File: config.mk
export PLATFORM = sky130hd
export DESIGN_NAME = spi_master_bit_engine_flat
export DESIGN_NICKNAME = d
export VERILOG_FILES = /design/src/hw/rtl/spi_mbe_pkg.sv /design/src/hw/rtl/spi_mbe_if.sv /design/src/hw/rtl/spi_master_bit_engine.sv /design/src/hw/rtl/spi_mbe_cfg.sv /design/src/hw/rtl/spi_mbe_core.sv /design/src/flat_wrapper.sv
export SDC_FILE = /design/constraint.sdc
export NUM_CORES = 1
export LEC_CHECK = 0
export BUFFER_PORTS_ARGS = -buffer_cell sky130_fd_sc_hd__clkbuf_2
export CELL_PAD_IN_SITES_DETAIL_PLACEMENT = 1
export CELL_PAD_IN_SITES_GLOBAL_PLACEMENT = 1
export CORE_AREA = 3 3 109 111
export CTS_CLUSTER_DIAMETER = 80
export CTS_CLUSTER_SIZE = 8
export DETAILED_ROUTE_END_ITERATION = 10
export DIE_AREA = 0 0 112 114
export GPL_TIMING_DRIVEN = 0
export HOLD_SLACK_MARGIN = 0.03
export PLACE_DENSITY = 0.83
export SYNTH_ARGS = -nofsm -noshare
export SYNTH_HDL_FRONTEND = slang
export SYNTH_SLANG_ARGS = --single-unit
File: constraint.sdc
create_clock -name clk -period 4.17 [get_ports clk]
set_input_delay 0.417 -clock clk [delete_from_list [all_inputs] [get_ports clk]]
set_output_delay 0.417 -clock clk [all_outputs]
set_load 0.02 [all_outputs]
File: src/hw/rtl/spi_mbe_pkg.sv
package spi_mbe_pkg;

    localparam int WordBitsDefault = 8;
    localparam int CfgIdxW = 8;
    localparam int CfgDataW = 16;
    localparam int DelayW = 16;
    localparam logic [DelayW-1:0] DelayReset = 16'd1024;

    typedef enum logic [1:0] {
        OP_TICK = 2'd0,
        OP_SEND = 2'd1,
        OP_RECV = 2'd2
    } op_t;

    localparam logic [CfgIdxW-1:0] CFG_DELAY_TICKS = 8'd0;
    localparam logic [CfgIdxW-1:0] CFG_MSB_FIRST   = 8'd1;
    localparam logic [CfgIdxW-1:0] CFG_USE_CS      = 8'd2;
    localparam logic [CfgIdxW-1:0] CFG_FOUR_WIRE   = 8'd3;

    typedef enum logic [3:0] {
        PH_IDLE     = 4'd0,
        PH_PRE_SCLK = 4'd1,
        PH_PRE_CS   = 4'd2,
        PH_PRE_CD   = 4'd3,
        PH_BIT_DATA = 4'd4,
        PH_BIT_LOW  = 4'd5,
        PH_BIT_HIGH = 4'd6,
        PH_POST_CD  = 4'd7,
        PH_POST_CS  = 4'd8
    } phase_t;

    typedef struct packed {
        logic [DelayW-1:0] delay_ticks;
        logic              msb_first;
        logic              use_cs;
        logic              four_wire;
    } cfg_t;

    typedef struct packed {
        logic [1:0] operation;
        logic [7:0] tx_byte;
        logic       last_byte;
        logic       cmd_sel;
        logic       write_only;
        logic       miso_level;
    } item_t;

    typedef struct packed {
        logic       sclk;
        logic       mosi;
        logic       cs_n;
        logic       cd;
        logic       busy_res;
        logic       rx_valid;
        logic [7:0] rx_byte;
        logic       rejected;
    } result_t;

endpackage

File: src/hw/rtl/spi_mbe_if.sv
interface spi_mbe_cmd_if;
    logic       valid;
    logic       ready;
    logic [1:0] operation;
    logic [7:0] tx_byte;
    logic       last_byte;
    logic       cmd_sel;
    logic       write_only;
    logic       miso_level;

    modport source (
        output valid, operation, tx_byte, last_byte, cmd_sel, write_only, miso_level,
        input  ready
    );
    modport sink (
        input  valid, operation, tx_byte, last_byte, cmd_sel, write_only, miso_level,
        output ready
    );
endinterface

interface spi_mbe_res_if;
    logic       valid;
    logic       ready;
    logic       sclk;
    logic       mosi;
    logic       cs_n;
    logic       cd;
    logic       busy_res;
    logic       rx_valid;
    logic [7:0] rx_byte;
    logic       rejected;

    modport source (
        output valid, sclk, mosi, cs_n, cd, busy_res, rx_valid, rx_byte, rejected,
        input  ready
    );
    modport sink (
        input  valid, sclk, mosi, cs_n, cd, busy_res, rx_valid, rx_byte, rejected,
        output ready
    );
endinterface

interface spi_mbe_cfg_if;
    logic                              valid;
    logic                              ready;
    logic [spi_mbe_pkg::CfgIdxW-1:0]   index;
    logic [spi_mbe_pkg::CfgDataW-1:0]  data;

    modport source (
        output valid, index, data,
        input  ready
    );
    modport sink (
        input  valid, index, data,
        output ready
    );
endinterface

File: src/hw/rtl/spi_master_bit_engine.sv
// SPI master bit engine, clock idling high; one result beat per command beat.
// Path: input register, then result register; the core updates its phase
// state in the same step that loads the result register.
// Throughput: one beat per cycle unless a held result (res.ready low) stalls.
// Reset (rst_n, async, active low): core idle, pins high, cfg regs at defaults.
module spi_master_bit_engine #(
    parameter int WORD_BITS = spi_mbe_pkg::WordBitsDefault
) (
    input  logic           clk,
    input  logic           rst_n,
    spi_mbe_cfg_if.sink    cfg,
    spi_mbe_cmd_if.sink    cmd,
    spi_mbe_res_if.source  res
);

    spi_mbe_pkg::cfg_t    regs;
    spi_mbe_pkg::item_t   item_reg, item_next;
    spi_mbe_pkg::result_t result, result_reg;
    logic                 in_vld_reg, in_vld_next;
    logic                 out_vld_reg, out_vld_next;
    logic                 adv;
    logic                 step;

    spi_mbe_cfg u_cfg (
        .clk   (clk),
        .rst_n (rst_n),
        .cfg   (cfg),
        .regs  (regs)
    );

    spi_mbe_core #(
        .WORD_BITS (WORD_BITS)
    ) u_core (
        .clk    (clk),
        .rst_n  (rst_n),
        .regs   (regs),
        .step   (step),
        .item   (item_reg),
        .result (result)
    );

    assign adv       = !out_vld_reg || res.ready;
    assign step      = in_vld_reg && adv;
    assign cmd.ready = !in_vld_reg || adv;

    always_comb
    begin
        item_next.operation  = cmd.operation;
        item_next.tx_byte    = cmd.tx_byte;
        item_next.last_byte  = cmd.last_byte;
        item_next.cmd_sel    = cmd.cmd_sel;
        item_next.write_only = cmd.write_only;
        item_next.miso_level = cmd.miso_level;
        in_vld_next  = cmd.ready ? cmd.valid : in_vld_reg;
        out_vld_next = adv ? in_vld_reg : out_vld_reg;
    end

    always_ff @(posedge clk or negedge rst_n)
    begin
        if (!rst_n)
        begin
            in_vld_reg  <= 1'b0;
            out_vld_reg <= 1'b0;
        end
        else
        begin
            in_vld_reg  <= in_vld_next;
            out_vld_reg <= out_vld_next;
        end
    end

    always_ff @(posedge clk)
    begin
        if (cmd.ready && cmd.valid)
            item_reg <= item_next;
        if (step)
            result_reg <= result;
    end

    assign res.valid    = out_vld_reg;
    assign res.sclk     = result_reg.sclk;
    assign res.mosi     = result_reg.mosi;
    assign res.cs_n     = result_reg.cs_n;
    assign res.cd       = result_reg.cd;
    assign res.busy_res = result_reg.busy_res;
    assign res.rx_valid = result_reg.rx_valid;
    assign res.rx_byte  = result_reg.rx_byte;
    assign res.rejected = result_reg.rejected;

endmodule

File: src/hw/rtl/spi_mbe_cfg.sv
module spi_mbe_cfg (
    input  logic                clk,
    input  logic                rst_n,
    spi_mbe_cfg_if.sink         cfg,
    output spi_mbe_pkg::cfg_t   regs
);

    spi_mbe_pkg::cfg_t regs_reg;
    spi_mbe_pkg::cfg_t regs_next;

    assign cfg.ready = 1'b1;
    assign regs = regs_reg;

    always_comb
    begin
        regs_next = regs_reg;
        if (cfg.valid)
        begin
            unique case (cfg.index)
                spi_mbe_pkg::CFG_DELAY_TICKS:
                    regs_next.delay_ticks = cfg.data[spi_mbe_pkg::DelayW-1:0];
                spi_mbe_pkg::CFG_MSB_FIRST:
                    regs_next.msb_first = cfg.data[0];
                spi_mbe_pkg::CFG_USE_CS:
                    regs_next.use_cs = cfg.data[0];
                spi_mbe_pkg::CFG_FOUR_WIRE:
                    regs_next.four_wire = cfg.data[0];
                default:
                    regs_next = regs_reg;
            endcase
        end
    end

    always_ff @(posedge clk or negedge rst_n)
    begin
        if (!rst_n)
        begin
            regs_reg.delay_ticks <= spi_mbe_pkg::DelayReset;
            regs_reg.msb_first   <= 1'b1;
            regs_reg.use_cs      <= 1'b1;
            regs_reg.four_wire   <= 1'b0;
        end
        else
        begin
            regs_reg <= regs_next;
        end
    end

endmodule

File: src/hw/rtl/spi_mbe_core.sv
module spi_mbe_core #(
    parameter int WORD_BITS = spi_mbe_pkg::WordBitsDefault
) (
    input  logic                   clk,
    input  logic                   rst_n,
    input  spi_mbe_pkg::cfg_t      regs,
    input  logic                   step,
    input  spi_mbe_pkg::item_t     item,
    output spi_mbe_pkg::result_t   result
);

    localparam int BiW  = $clog2(WORD_BITS + 1);
    localparam int PosW = $clog2(WORD_BITS);
    localparam int ExtW = (WORD_BITS > 8) ? WORD_BITS : 8;
    localparam int DW   = spi_mbe_pkg::DelayW;

    spi_mbe_pkg::phase_t phase_reg, phase_next, act_phase, seq_phase;
    logic [DW-1:0]        wait_reg, wait_next, wait_dec;
    logic [BiW-1:0]       bit_index_reg, bit_index_next, pos_full;
    logic [PosW-1:0]      pos;
    logic [WORD_BITS-1:0] shift_reg, shift_next;
    logic [ExtW-1:0]      shift_ext;
    logic                 in_trans_reg, in_trans_next;
    logic                 cd_handled_reg, cd_handled_next;
    logic                 recv_reg, recv_next;
    logic                 last_reg, last_next;
    logic                 cd_pending_reg, cd_pending_next;
    logic                 cd_level_reg, cd_level_next;
    logic                 sclk_reg, sclk_next;
    logic                 mosi_reg, mosi_next;
    logic                 cs_n_reg, cs_n_next;
    logic                 cd_reg, cd_next;
    logic                 do_act, rej, rxv;
    logic                 is_byte_cmd;

    always_ff @(posedge clk or negedge rst_n)
    begin
        if (!rst_n)
        begin
            phase_reg      <= spi_mbe_pkg::PH_IDLE;
            wait_reg       <= '0;
            bit_index_reg  <= '0;
            shift_reg      <= '0;
            in_trans_reg   <= 1'b0;
            cd_handled_reg <= 1'b0;
            recv_reg       <= 1'b0;
            last_reg       <= 1'b0;
            cd_pending_reg <= 1'b0;
            cd_level_reg   <= 1'b0;
            sclk_reg       <= 1'b1;
            mosi_reg       <= 1'b1;
            cs_n_reg       <= 1'b1;
            cd_reg         <= 1'b1;
        end
        else if (step)
        begin
            phase_reg      <= phase_next;
            wait_reg       <= wait_next;
            bit_index_reg  <= bit_index_next;
            shift_reg      <= shift_next;
            in_trans_reg   <= in_trans_next;
            cd_handled_reg <= cd_handled_next;
            recv_reg       <= recv_next;
            last_reg       <= last_next;
            cd_pending_reg <= cd_pending_next;
            cd_level_reg   <= cd_level_next;
            sclk_reg       <= sclk_next;
            mosi_reg       <= mosi_next;
            cs_n_reg       <= cs_n_next;
            cd_reg         <= cd_next;
        end
    end

    always_comb
    begin
        unique case (phase_reg)
            spi_mbe_pkg::PH_PRE_SCLK:
                seq_phase = regs.use_cs ? spi_mbe_pkg::PH_PRE_CS
                          : (cd_pending_reg ? spi_mbe_pkg::PH_PRE_CD
                                            : spi_mbe_pkg::PH_BIT_DATA);
            spi_mbe_pkg::PH_PRE_CS:
                seq_phase = cd_pending_reg ? spi_mbe_pkg::PH_PRE_CD
                                           : spi_mbe_pkg::PH_BIT_DATA;
            spi_mbe_pkg::PH_PRE_CD:
                seq_phase = spi_mbe_pkg::PH_BIT_DATA;
            spi_mbe_pkg::PH_BIT_DATA:
                seq_phase = spi_mbe_pkg::PH_BIT_LOW;
            spi_mbe_pkg::PH_BIT_LOW:
                seq_phase = spi_mbe_pkg::PH_BIT_HIGH;
            spi_mbe_pkg::PH_BIT_HIGH:
                if (bit_index_reg < BiW'(WORD_BITS))
                    seq_phase = spi_mbe_pkg::PH_BIT_DATA;
                else if (!last_reg)
                    seq_phase = spi_mbe_pkg::PH_IDLE;
                else if (cd_handled_reg)
                    seq_phase = spi_mbe_pkg::PH_POST_CD;
                else
                    seq_phase = regs.use_cs ? spi_mbe_pkg::PH_POST_CS : spi_mbe_pkg::PH_IDLE;
            spi_mbe_pkg::PH_POST_CD:
                seq_phase = regs.use_cs ? spi_mbe_pkg::PH_POST_CS : spi_mbe_pkg::PH_IDLE;
            default:
                seq_phase = spi_mbe_pkg::PH_IDLE;
        endcase
    end

    always_comb
    begin
        phase_next      = phase_reg;
        wait_next       = wait_reg;
        bit_index_next  = bit_index_reg;
        shift_next      = shift_reg;
        in_trans_next   = in_trans_reg;
        cd_handled_next = cd_handled_reg;
        recv_next       = recv_reg;
        last_next       = last_reg;
        cd_pending_next = cd_pending_reg;
        cd_level_next   = cd_level_reg;
        sclk_next       = sclk_reg;
        mosi_next       = mosi_reg;
        cs_n_next       = cs_n_reg;
        cd_next         = cd_reg;
        rej             = 1'b0;
        rxv             = 1'b0;
        do_act          = 1'b0;
        act_phase       = spi_mbe_pkg::PH_IDLE;
        wait_dec        = (wait_reg == '0) ? '0 : wait_reg - DW'(1);
        is_byte_cmd     = (item.operation == spi_mbe_pkg::OP_SEND)
                       || (item.operation == spi_mbe_pkg::OP_RECV);

        if (is_byte_cmd)
        begin
            if (phase_reg != spi_mbe_pkg::PH_IDLE)
            begin
                rej = 1'b1;
            end
            else
            begin
                recv_next       = (item.operation == spi_mbe_pkg::OP_RECV);
                last_next       = item.last_byte;
                cd_pending_next = !in_trans_reg && regs.four_wire && item.write_only;
                cd_level_next   = !item.cmd_sel;
                shift_next      = recv_next ? '0
                                : WORD_BITS'(ExtW'(item.tx_byte));
                bit_index_next  = '0;
                in_trans_next   = 1'b1;
                do_act          = 1'b1;
                act_phase       = in_trans_reg ? spi_mbe_pkg::PH_BIT_DATA
                                               : spi_mbe_pkg::PH_PRE_SCLK;
            end
        end
        else if (phase_reg != spi_mbe_pkg::PH_IDLE)
        begin
            wait_next = wait_dec;
            if (wait_dec == '0)
            begin
                rxv = (phase_reg == spi_mbe_pkg::PH_BIT_HIGH)
                   && (bit_index_reg >= BiW'(WORD_BITS)) && recv_reg;
                if (seq_phase == spi_mbe_pkg::PH_IDLE)
                begin
                    phase_next = spi_mbe_pkg::PH_IDLE;
                    if (last_reg)
                    begin
                        in_trans_next   = 1'b0;
                        cd_handled_next = 1'b0;
                    end
                end
                else
                begin
                    do_act    = 1'b1;
                    act_phase = seq_phase;
                end
            end
        end

        pos_full = regs.msb_first ? BiW'(WORD_BITS - 1) - bit_index_next : bit_index_next;
        pos      = pos_full[PosW-1:0];

        if (do_act)
        begin
            phase_next = act_phase;
            wait_next  = (regs.delay_ticks == '0) ? DW'(1) : regs.delay_ticks;
            unique case (act_phase)
                spi_mbe_pkg::PH_PRE_SCLK:
                begin
                    sclk_next = 1'b1;
                    if (!recv_next)
                        mosi_next = 1'b0;
                end
                spi_mbe_pkg::PH_PRE_CS:
                    cs_n_next = 1'b0;
                spi_mbe_pkg::PH_PRE_CD:
                begin
                    cd_next         = cd_level_next;
                    cd_handled_next = 1'b1;
                end
                spi_mbe_pkg::PH_BIT_DATA:
                begin
                    if (recv_next)
                    begin
                        if (item.miso_level)
                            shift_next[pos] = 1'b1;
                    end
                    else
                    begin
                        mosi_next = shift_next[pos];
                    end
                end
                spi_mbe_pkg::PH_BIT_LOW:
                    sclk_next = 1'b0;
                spi_mbe_pkg::PH_BIT_HIGH:
                begin
                    sclk_next      = 1'b1;
                    bit_index_next = bit_index_next + BiW'(1);
                end
                spi_mbe_pkg::PH_POST_CD:
                    cd_next = 1'b1;
                spi_mbe_pkg::PH_POST_CS:
                    cs_n_next = 1'b1;
                default:
                    phase_next = act_phase;
            endcase
        end
    end

    assign shift_ext = ExtW'(shift_reg);

    always_comb
    begin
        result.sclk     = sclk_next;
        result.mosi     = mosi_next;
        result.cs_n     = cs_n_next;
        result.cd       = cd_next;
        result.busy_res = (phase_next != spi_mbe_pkg::PH_IDLE);
        result.rx_valid = rxv;
        result.rx_byte  = rxv ? shift_ext[7:0] : 8'd0;
        result.rejected = rej;
    end

endmodule

File: src/flat_wrapper.sv
// flat-port wrapper written by rule: the top's interface ports become plain ports
module spi_master_bit_engine_flat 
#(
    parameter int WORD_BITS = spi_mbe_pkg::WordBitsDefault
)
  (clk, rst_n, cfg_valid, cfg_index, cfg_data, cfg_ready, cmd_valid, cmd_operation, cmd_tx_byte, cmd_last_byte, cmd_cmd_sel, cmd_write_only, cmd_miso_level, cmd_ready, res_valid, res_sclk, res_mosi, res_cs_n, res_cd, res_busy_res, res_rx_valid, res_rx_byte, res_rejected, res_ready);
  spi_mbe_cfg_if cfg_i ();
  spi_mbe_cmd_if cmd_i ();
  spi_mbe_res_if res_i ();
  input  logic clk;
  input  logic rst_n;
  input wire logic [$bits(cfg_i.valid)-1:0] cfg_valid;
  input wire logic [$bits(cfg_i.index)-1:0] cfg_index;
  input wire logic [$bits(cfg_i.data)-1:0] cfg_data;
  output wire logic [$bits(cfg_i.ready)-1:0] cfg_ready;
  input wire logic [$bits(cmd_i.valid)-1:0] cmd_valid;
  input wire logic [$bits(cmd_i.operation)-1:0] cmd_operation;
  input wire logic [$bits(cmd_i.tx_byte)-1:0] cmd_tx_byte;
  input wire logic [$bits(cmd_i.last_byte)-1:0] cmd_last_byte;
  input wire logic [$bits(cmd_i.cmd_sel)-1:0] cmd_cmd_sel;
  input wire logic [$bits(cmd_i.write_only)-1:0] cmd_write_only;
  input wire logic [$bits(cmd_i.miso_level)-1:0] cmd_miso_level;
  output wire logic [$bits(cmd_i.ready)-1:0] cmd_ready;
  output wire logic [$bits(res_i.valid)-1:0] res_valid;
  output wire logic [$bits(res_i.sclk)-1:0] res_sclk;
  output wire logic [$bits(res_i.mosi)-1:0] res_mosi;
  output wire logic [$bits(res_i.cs_n)-1:0] res_cs_n;
  output wire logic [$bits(res_i.cd)-1:0] res_cd;
  output wire logic [$bits(res_i.busy_res)-1:0] res_busy_res;
  output wire logic [$bits(res_i.rx_valid)-1:0] res_rx_valid;
  output wire logic [$bits(res_i.rx_byte)-1:0] res_rx_byte;
  output wire logic [$bits(res_i.rejected)-1:0] res_rejected;
  input wire logic [$bits(res_i.ready)-1:0] res_ready;
  assign cfg_i.valid = cfg_valid;
  assign cfg_i.index = cfg_index;
  assign cfg_i.data = cfg_data;
  assign cfg_ready = cfg_i.ready;
  assign cmd_i.valid = cmd_valid;
  assign cmd_i.operation = cmd_operation;
  assign cmd_i.tx_byte = cmd_tx_byte;
  assign cmd_i.last_byte = cmd_last_byte;
  assign cmd_i.cmd_sel = cmd_cmd_sel;
  assign cmd_i.write_only = cmd_write_only;
  assign cmd_i.miso_level = cmd_miso_level;
  assign cmd_ready = cmd_i.ready;
  assign res_valid = res_i.valid;
  assign res_sclk = res_i.sclk;
  assign res_mosi = res_i.mosi;
  assign res_cs_n = res_i.cs_n;
  assign res_cd = res_i.cd;
  assign res_busy_res = res_i.busy_res;
  assign res_rx_valid = res_i.rx_valid;
  assign res_rx_byte = res_i.rx_byte;
  assign res_rejected = res_i.rejected;
  assign res_i.ready = res_ready;
  spi_master_bit_engine #(.WORD_BITS(WORD_BITS)) u_core (.clk(clk), .rst_n(rst_n), .cfg(cfg_i), .cmd(cmd_i), .res(res_i));
endmodule
# Yosys cells after proc, flatten, opt, wreduce, memory -nomap -nowiden

Index checks and enable logic that the tools add are counted.

Bits in registers: 92
Logic and storage cells: 174

Add/subtract/negate cells: 3
Order comparisons: 4
Eq/ne operators: 22
Multiplexer cells: 75
Bitwise gates (word level): 2
Reduce and logical (&&, ||, !) cells: 34

Operators by type and width:

| cell                                                | number |
|---|---|
| 2-to-1 mux 16 bit                                   | 5 |
| 2-to-1 mux 4 bit                                    | 18 |
| 2-to-1 mux 8 bit                                    | 7 |
| logical NOT 16 bit                                  | 3 |
| 2-to-1 mux 1 bit                                    | 34 |
| equality test 4 x 3 -> 1 bit, second input constant | 8 |
| one-hot mux 4 bit (7 select lines)                  | 1 |
| equality test 4 x 2 -> 1 bit, second input constant | 4 |
| equality test 8 x 2 -> 1 bit, second input constant | 2 |
| subtractor 16 x 1 -> 16 bit, second input constant  | 1 |
| 2-to-1 mux 3 bit                                    | 4 |
| nonzero test 2 bit                                  | 5 |
| equality test 4 x 1 -> 1 bit, second input constant | 2 |
| equality test 8 x 1 -> 1 bit, second input constant | 1 |
| logical NOT 8 bit                                   | 1 |
| bitwise OR 8 bit                                    | 1 |
| one-hot mux 1 bit (2 select lines)                  | 4 |
| AND reduction 2 bit                                 | 4 |
| nonzero test 4 bit                                  | 2 |
| logical AND 1 bit                                   | 7 |
| AND reduction 3 bit                                 | 2 |
| AND reduction 6 bit                                 | 1 |
| adder 4 x 1 -> 4 bit, second input constant         | 1 |
| equality test 4 bit, second input constant          | 1 |
| other kinds (15)                                    | 21 |

# Longest topological paths before layout

Gate-level depths: netlist (run 1).

Word-level depth: 14
Depth in mapped cells: 15
Mapped depth without buffers: 10

# By module

From an unflattened synthesis (run 1), not the netlist that was laid out.

Cells, all modules: 495
Area, all modules: 5,121.2 um2

By module, submodules not included:

| module                | instances | cells an instance | area each (um2) | sequential area each (um2) |
|---|---|---|---|---|
| spi_mbe_core          | 1         | 410               | 3,303.2         | 1,056.0 |
| spi_master_bit_engine | 1         | 37                | 974.7           | 920.9 |
| spi_mbe_cfg           | 1         | 48                | 843.3           | 479.2 |

# Worst setup path after synthesis (run 1)

OpenSTA, ideal clock, no wires.

Kind: register -> register
From: register u_core.u_core.wait_reg[0]
To: register u_core.result_reg, in the netlist u_core.res.mosi, data pin
Library setup time: 0.259 ns
Arrival time: 3.213 ns
Path slack: 0.698 ns
Cell stages (with the launch flop): 15
Clock period less this slack: 3.472 ns
Cell sequence: dfrtp_1 -> inv_1 -> ha_1 -> buf_2 -> or3b_1 -> clkbuf_1 -> or3_1 -> clkbuf_2 -> or3_1 -> and3_1 -> buf_2 -> o2111ai_2 -> a21boi_2 -> o22ai_1 -> or2_1

RTL lines:

| what                   | line                        | source |
|---|---|---|
| start, declared        | spi_mbe_core.sv:18          | `logic [DW-1:0] wait_reg, wait_next, wait_dec;` |
| start signal, assigned | spi_mbe_core.sv:58          | `wait_reg <= wait_next;` |
| end signal, assigned   | spi_master_bit_engine.sv:77 | `result_reg <= result;` |
| end, declared          | spi_master_bit_engine.sv:18 | `spi_mbe_pkg::result_t result, result_reg;` |

# Worst setup path after layout (run 1)

From: register u_core.u_core.wait_reg[0]
To: register u_core.u_core.wait_reg[12]

Cells in the longest elaborated chain, start to end: 8
Elaborated cells between the ends (all ways): 13

RTL lines:

| what                                                                 | line                | source |
|---|---|---|
| subtractor 16 x 1 -> 16 bit or logical NOT 16 bit (tied branches)    | spi_mbe_core.sv:126 | `wait_dec = (wait_reg == '0) ? '0 : wait_reg - DW'(1);` |
| 2-to-1 mux 16 bit *                                                  | spi_mbe_core.sv:126 |  |
| logical NOT 16 bit                                                   | spi_mbe_core.sv:154 | `if (wait_dec == '0)` |
| 2-to-1 mux 1 bit                                                     | spi_mbe_core.sv:154 |  |
| 2-to-1 mux 1 bit                                                     | spi_mbe_core.sv:151 | `else if (phase_reg != spi_mbe_pkg::PH_IDLE)` |
| 2-to-1 mux 1 bit                                                     | spi_mbe_core.sv:130 | `if (is_byte_cmd)` |
| != test 2 bit (no source line) or nonzero test 2 bit (tied branches) | --                  |  |
| AND reduction 3 bit (no source line)                                 | --                  |  |

Every way passes the cells marked *; elsewhere a longest branch is shown, timed or not. The select of a mux whose other input is x is not followed.
A chain may end at the register's enable or synchronous reset.

==> results of run 1 <==
[critical path, cell delays in order (launching register included)]
cell and delay, ns:
dfrtp_2 0.46, inv_1 0.10, ha_1 0.14, buf_2 0.19, or3b_1 0.52, or3_1 0.37, clkbuf_2 0.19, or3_1 0.36
and3_1 0.18, buf_2 0.17, o211ai_1 0.35, nand2_1 0.20, buf_4 0.26, and3_1 0.19, a211o_1 0.23
[power breakdown]
| group | total, uW | switching (uW) | leakage [uW] | internal, uW |
|---|---|---|---|---|
| Combinational | 873 | 541 | 0.00123 | 332 |
| Clock | 668 | 334 | 0.000113 | 334 |
| Sequential | 1240 | 161 | 0.00107 | 1080 |
| Total | 2780 | 1040 | 0.00241 | 1740 |
[repair_timing]
action,4_1_cts,5_1_grt
buffers inserted,0,4
endpoints found under the setup margin,1,32
resized for setup,1,9
pin swaps,0,3
gates cloned,0,0
[through the flow]
step	hold WS [ns]	TNS [ns]	setup slack (ns)
after global routing	0.0873	-0.00978	-0.00978
after global placement	0.459	0	0.0825
final	0.0730	0	0.135
after CTS	0.0734	0	0.0517
after detailed placement	0.469	-0.0374	-0.0374
after floorplan	0.121	0	0.698
[final cells by class]
class	count	area, sq um
timing repair buffer	64	368
tap	140	175
clock buffer	12	166
buffer	25	126
clock inverter	4	51.3
sequential	92	2460
multi-input combinational	365	2450
inverter	17	63.8
fill	1241	5030
[metal layers]
layer | routed length, microns | vias to the layer above | track usage (%)
met3 | 756 | 12 | 3.71
li1 | - | 2026 | -
met5 | 0 | - | 0
met2 | 6960 | 128 | 37.6
met4 | 147 | 0 | 6.49
met1 | 6640 | 2199 | 32.6
[worst max-delay path by stage]
stage                                  to  slack (ns)  cells after the start                       from
6_report       u_core.u_core.wait_reg[12]        0.13                     14  u_core.u_core.wait_reg[0]
5_1_grt        u_core.u_core.wait_reg[12]       -0.01                     14  u_core.u_core.wait_reg[0]
4_1_cts                   u_core.res.mosi        0.05                     14  u_core.u_core.wait_reg[0]
3_5_place_dp   u_core.u_core.wait_reg[12]       -0.04                     12  u_core.u_core.wait_reg[0]
3_3_place_gp   u_core.u_core.wait_reg[12]        0.08                     12  u_core.u_core.wait_reg[0]
2_1_floorplan             u_core.res.mosi        0.70                     14  u_core.u_core.wait_reg[0]
[logic make-up after synthesis]
group	count (synthesis)	share of synthesized area (%)
and+or+nand+nor	181	19.6
adders and majority gates	4	0.989
DFF	92	48.5
AOI/OAI and AO/OA	140	18.9
xor gates and xnor gates	7	1.21
other	1	0.0741
muxes	32	6.97
buffers and inverters	43	3.73
[cell usage in the layout (no fill, tap or decap), types with 7 or more instances in the layout]
cell and count:
clkbuf_2 60, dfrtp_1 55, o21ai_0 43, nand2_1 37, nor2_1 37, edfxtp_1 29
a21oi_1 26, mux2_2 25, inv_1 16, nor3_1 15, clkbuf_1 13, nor4_1 13
and2_1 11, o22ai_1 10, clkbuf_8 10, and3_1 8, o2bb2ai_1 8, nand2b_1 7
or3_1 7, nand3_1 7, a22oi_1 7, o31ai_1 7, dfstp_2 7
==> results.toml, run 1 <==
[synth]
synth_seq_cells = 92
avgSynthCellArea_sq_um = 10.1
synthFlopType = "dfrtp_1"
synth_top_area_share_pct = 27.7
yosys_warnings = 0
ys_async_sr_fraction_pct = 68.5
syn_nets = 547
yosys-top-cells-count = "dfrtp_1, o21ai_0, nand2_1, nor2_1, edfxtp_1"
synth_edf_count = 29
ys_seq_area_share_pct = 48.5
ys_types = 77
yosysTopAreaCell = "dfrtp_1"
synth_area_leaders = "dfrtp_1, edfxtp_1, mux2_2, o21ai_0, dfstp_2"
yosysMostFrequentCell = "dfrtp_1"
syn_area_sq_um = 5060
syn_inst = 500

[finish]
instances_no_fill = 719
largest_reg_flops = 19
layout-drive-gt1-share_pct = 24.7
final_util_pct = 53.8
antenna_cells = 0
fin_nets = 621
fin_area_sq_um = 5860
syn2layout_area_growth_pct = 15.8

[clock_network]
clkSlewWorstSetupHoldPaths_ns = 0.09
cts.sink_count = 92
numCtsBuffers = 9
htreeDepth = 3
clock_latency_ns = 0.37
cts_tree = "built"
clock_path_buffers = 2
root_buffer = "clkbuf_8"
cts_hold_buffers = 0

[global_routing]
grt_pass1_vias = 4495
antenna_found_initial = 0
grt_pass1_wl_mm = 23.6
grt_max_degree = 64
grt_usage_pct = 23.2
grt_overflow = 0

[critical_path]
setup.worst_path.end_class = "flip-flop"
cp.arrival_ns = 4.28
reg2reg_to = "u_core.u_core.wait_reg[12]"
crit_path_max_fanout = 10
r2r_setup_slack_ns = 0.13
crit_type = "flip-flop to flip-flop"
worst-r2r-cell-count = 14
r2r-start = "u_core.u_core.wait_reg[0]"
cp.required_ns = 4.42
cp-start-kind = "flip-flop"

[job]
maxCapViolCount = 0

[timing]
period_minus_slack_ns = 4.04
skew_ns = 0.0110
max_freq_mhz = 248
worstMarginPinSlew_ns = 1.06
slew_violations = 0
max_slew_margin_pct = 29.1
fin_crit_sh_pct = 96.8
hold_viol = 0
finalSetupViolCount = 0

[power_and_ir_drop]
power.total_uw = 2780
p_per_area_nw_per_um2 = 474
max-vdd-ir-drop_v = 0.000277
leakage_uw = 0.00241

[route]
wire_per_inst_microns = 20.2
drt_wl_total_mm = 14.5
first_iter_violations = 401
dr.pass1.iters = 5
vias = 4365
via_per_inst = 6.07
drtAntennaViolNets = 0
remaining_drc_errors = 0

[placed_design]
placed_cell_area_sq_um = 5560
post-place-cells = 700
routabilityCongestion = 0.897
io_buffers = 59
dp_hpwl_mm = 10.5

[floorplanning]
die_area_sq_um = 12800
ios = 61
start_util_pct = 46.5
die_h_microns = 114
core_area_sq_um = 10900
rows = 38
die_x_microns = 112

[run_status]
status = "complete, no violations"

[worst_hold_path]
hp-class = "primary input to async pin"
No activity file was read; power rests on OpenSTA's default activity.
==> run 2, diff against run 1 <==
- CTS_CLUSTER_DIAMETER: 80 -> default
- SETUP_SLACK_MARGIN: default -> 0.4
==> run 2 against run 1 <==
Setup slack improved by 0.28 ns. Register-to-register slack improved by 0.28 ns. Sequential power about the same. Count of clock-buffer cells in the layout is the same. Non-clock buffer count rose by 18. Cell count rose by 2.5%. Wire length rose by 7.2%. First-iteration DRC count increased by 8.5%. Clock skew up 0.0021 ns. Design area rose by 4.8%. Core utilization grew 2.6 points. Sequential cell count did not move. Critical path type unchanged.
==> results.toml, run 2 (synthesis gave the netlist of run 1 again) <==
[timing]
max_freq_mhz = 266
fin_crit_sh_pct = 90.1
worstMarginPinSlew_ns = 1.13
finalSetupViolCount = 0
slew_violations = 0
period_minus_slack_ns = 3.76
fin_tns_setup_ns = 0
skew_ns = 0.0131
grt_setup_unrepaired = "false"
max_slew_margin_pct = 23.4
hold_viol = 0

[placed_design]
routabilityCongestion = 0.897
dp_hpwl_mm = 10.5
post-place-cells = 700
io_buffers = 59

[route]
drt_wl_total_mm = 15.5
drtAntennaViolNets = 0
remaining_drc_errors = 0
first_iter_violations = 435
vias = 4495
dr.pass1.iters = 5
via_per_inst = 6.10
wire_per_inst_microns = 21.1

[clock_network]
numCtsBuffers = 9
root_buffer = "clkbuf_8"
clock_latency_ns = 0.37
clock_path_buffers = 2
htreeDepth = 3
cts.sink_count = 92
clkSlewWorstSetupHoldPaths_ns = 0.10
cts_tree = "built"

[global_routing]
met3_usage_pct = 4.03
grt_pass1_wl_mm = 24.2
grt_pass1_vias = 4610
met2_usage_pct = 39.5
antenna_found_initial = 0
met1_usage_pct = 32.8
busiest_layer = "met2"
grt_max_degree = 64
grt_usage_pct = 23.9
grt_overflow = 0

[power_and_ir_drop]
leakage_uw = 0.00256
power.total_uw = 2910
max-vdd-ir-drop_v = 0.000279
p_per_area_nw_per_um2 = 473

[critical_path]
cp.required_ns = 4.48
r2r_setup_slack_ns = 0.41
crit_chain = "inv_2 -> ha_2 -> buf_6 -> or3b_4 -> buf_8 -> o41ai_4 -> nand3_2 -> o41ai_4 -> buf_4 -> o2111ai_4 -> buf_6 -> buf_4 -> or3_4 -> mux2_1"
worst-r2r-cell-count = 14
cpPeakStageDelay_ns = 0.45
cp.arrival_ns = 4.06
setup.worst_path.end_class = "flip-flop"
crit_type = "flip-flop to flip-flop"
r2r-start = "u_core.u_core.wait_reg[1]"
crit_slowest_cell = "dfrtp_2"
crit_path_max_fanout = 9
cp-start-kind = "flip-flop"
reg2reg_to = "u_core.u_core.cd_reg"

[floorplanning]
die_h_microns = 114
rows = 38
core_area_sq_um = 10900
start_util_pct = 46.5
ios = 61
die_area_sq_um = 12800
die_x_microns = 112

[finish]
fin_nets = 639
syn2layout_area_growth_pct = 21.4
final_common_cell = "clkbuf_2"
largest_reg_flops = 19
layout-drive-gt1-share_pct = 29.1
antenna_cells = 0
instances_no_fill = 737
final_cell_mix = "clkbuf_2, dfrtp_1, o21ai_0, nand2_1, nor2_1"

[run_status]
status = "complete, no violations"

[job]
maxCapViolCount = 0

[worst_hold_path]
hp-class = "primary input to async pin"
[run 2: how the worst max path moves through the flow]
| stage | start | end | cells after the start |
|---|---|---|---|
| after global placement | u_core.u_core.wait_reg[0] | u_core.u_core.wait_reg[12] | 12 |
| after detailed placement | u_core.u_core.wait_reg[0] | u_core.u_core.wait_reg[12] | 12 |
| after global routing | u_core.u_core.wait_reg[1] | u_core.u_core.cd_reg | 14 |
| final | u_core.u_core.wait_reg[1] | u_core.u_core.cd_reg | 14 |
| after floorplan | u_core.u_core.wait_reg[0] | u_core.res.mosi | 14 |
| after CTS | u_core.u_core.wait_reg[1] | u_core.u_core.wait_reg[12] | 16 |
[run 2: where the power goes]
group | internal (uW) | switching (uW) | leakage, uW | total, uW
logic | 402 | 596 | 0.00138 | 997
clock network | 334 | 340 | 0.000113 | 674
registers | 1080 | 158 | 0.00107 | 1240
total | 1810 | 1090 | 0.00256 | 2910
[run 2: area by class of cell]
cell class | count | area, sq um
repair buffers | 81 | 517
inverters | 17 | 63.8
clock buffers | 12 | 166
flip-flops and latches | 92 | 2460
clock inverters | 4 | 51.3
plain buffers | 26 | 180
well taps | 140 | 175
fillers | 1225 | 4750
multi-input cells | 365 | 2530
[run 2: metrics by stage]
step / utilization (%) / hold slack, ns / cell area [sq um] / worst slack (ns)
2_1_floorplan: - / 0.121 / 5060 / 0.698
3_3_place_gp: 50.8 / 0.459 / 5530 / 0.0825
3_5_place_dp: 51.1 / 0.469 / 5560 / -0.0374
4_1_cts: 54.4 / 0.0736 / 5920 / 0.405
5_1_grt: 56.4 / 0.0816 / 6140 / 0.295
6_report: 56.4 / 0.0554 / 6140 / 0.413
[run 2: worst max-delay path: cells and delay by family (launching register included)]
family                     cells  cell delay, ns
AOI/OAI and AO/OA              3            1.01
muxes                          1            0.31
buffers and inverters          6            0.87
adders and majority gates      1            0.16
DFF                            1            0.45
and+or+nand+nor                3            0.88
[run 2: repair_timing]
action | CTS | global route
setup endpoints to repair | 40 | 43
hold buffers | 0 | 0
pin swaps | 5 | 6
resized for setup | 14 | 34
buffers inserted | 9 | 11
cloned | 0 | 1
[run 2: layer usage]
metal | vias up | part of all wire (%)
met1 | 2266 | 44
met3 | 21 | 5.7
li1 | 2060 | -
met5 | - | 0
met2 | 148 | 49
met4 | 0 | 1.5
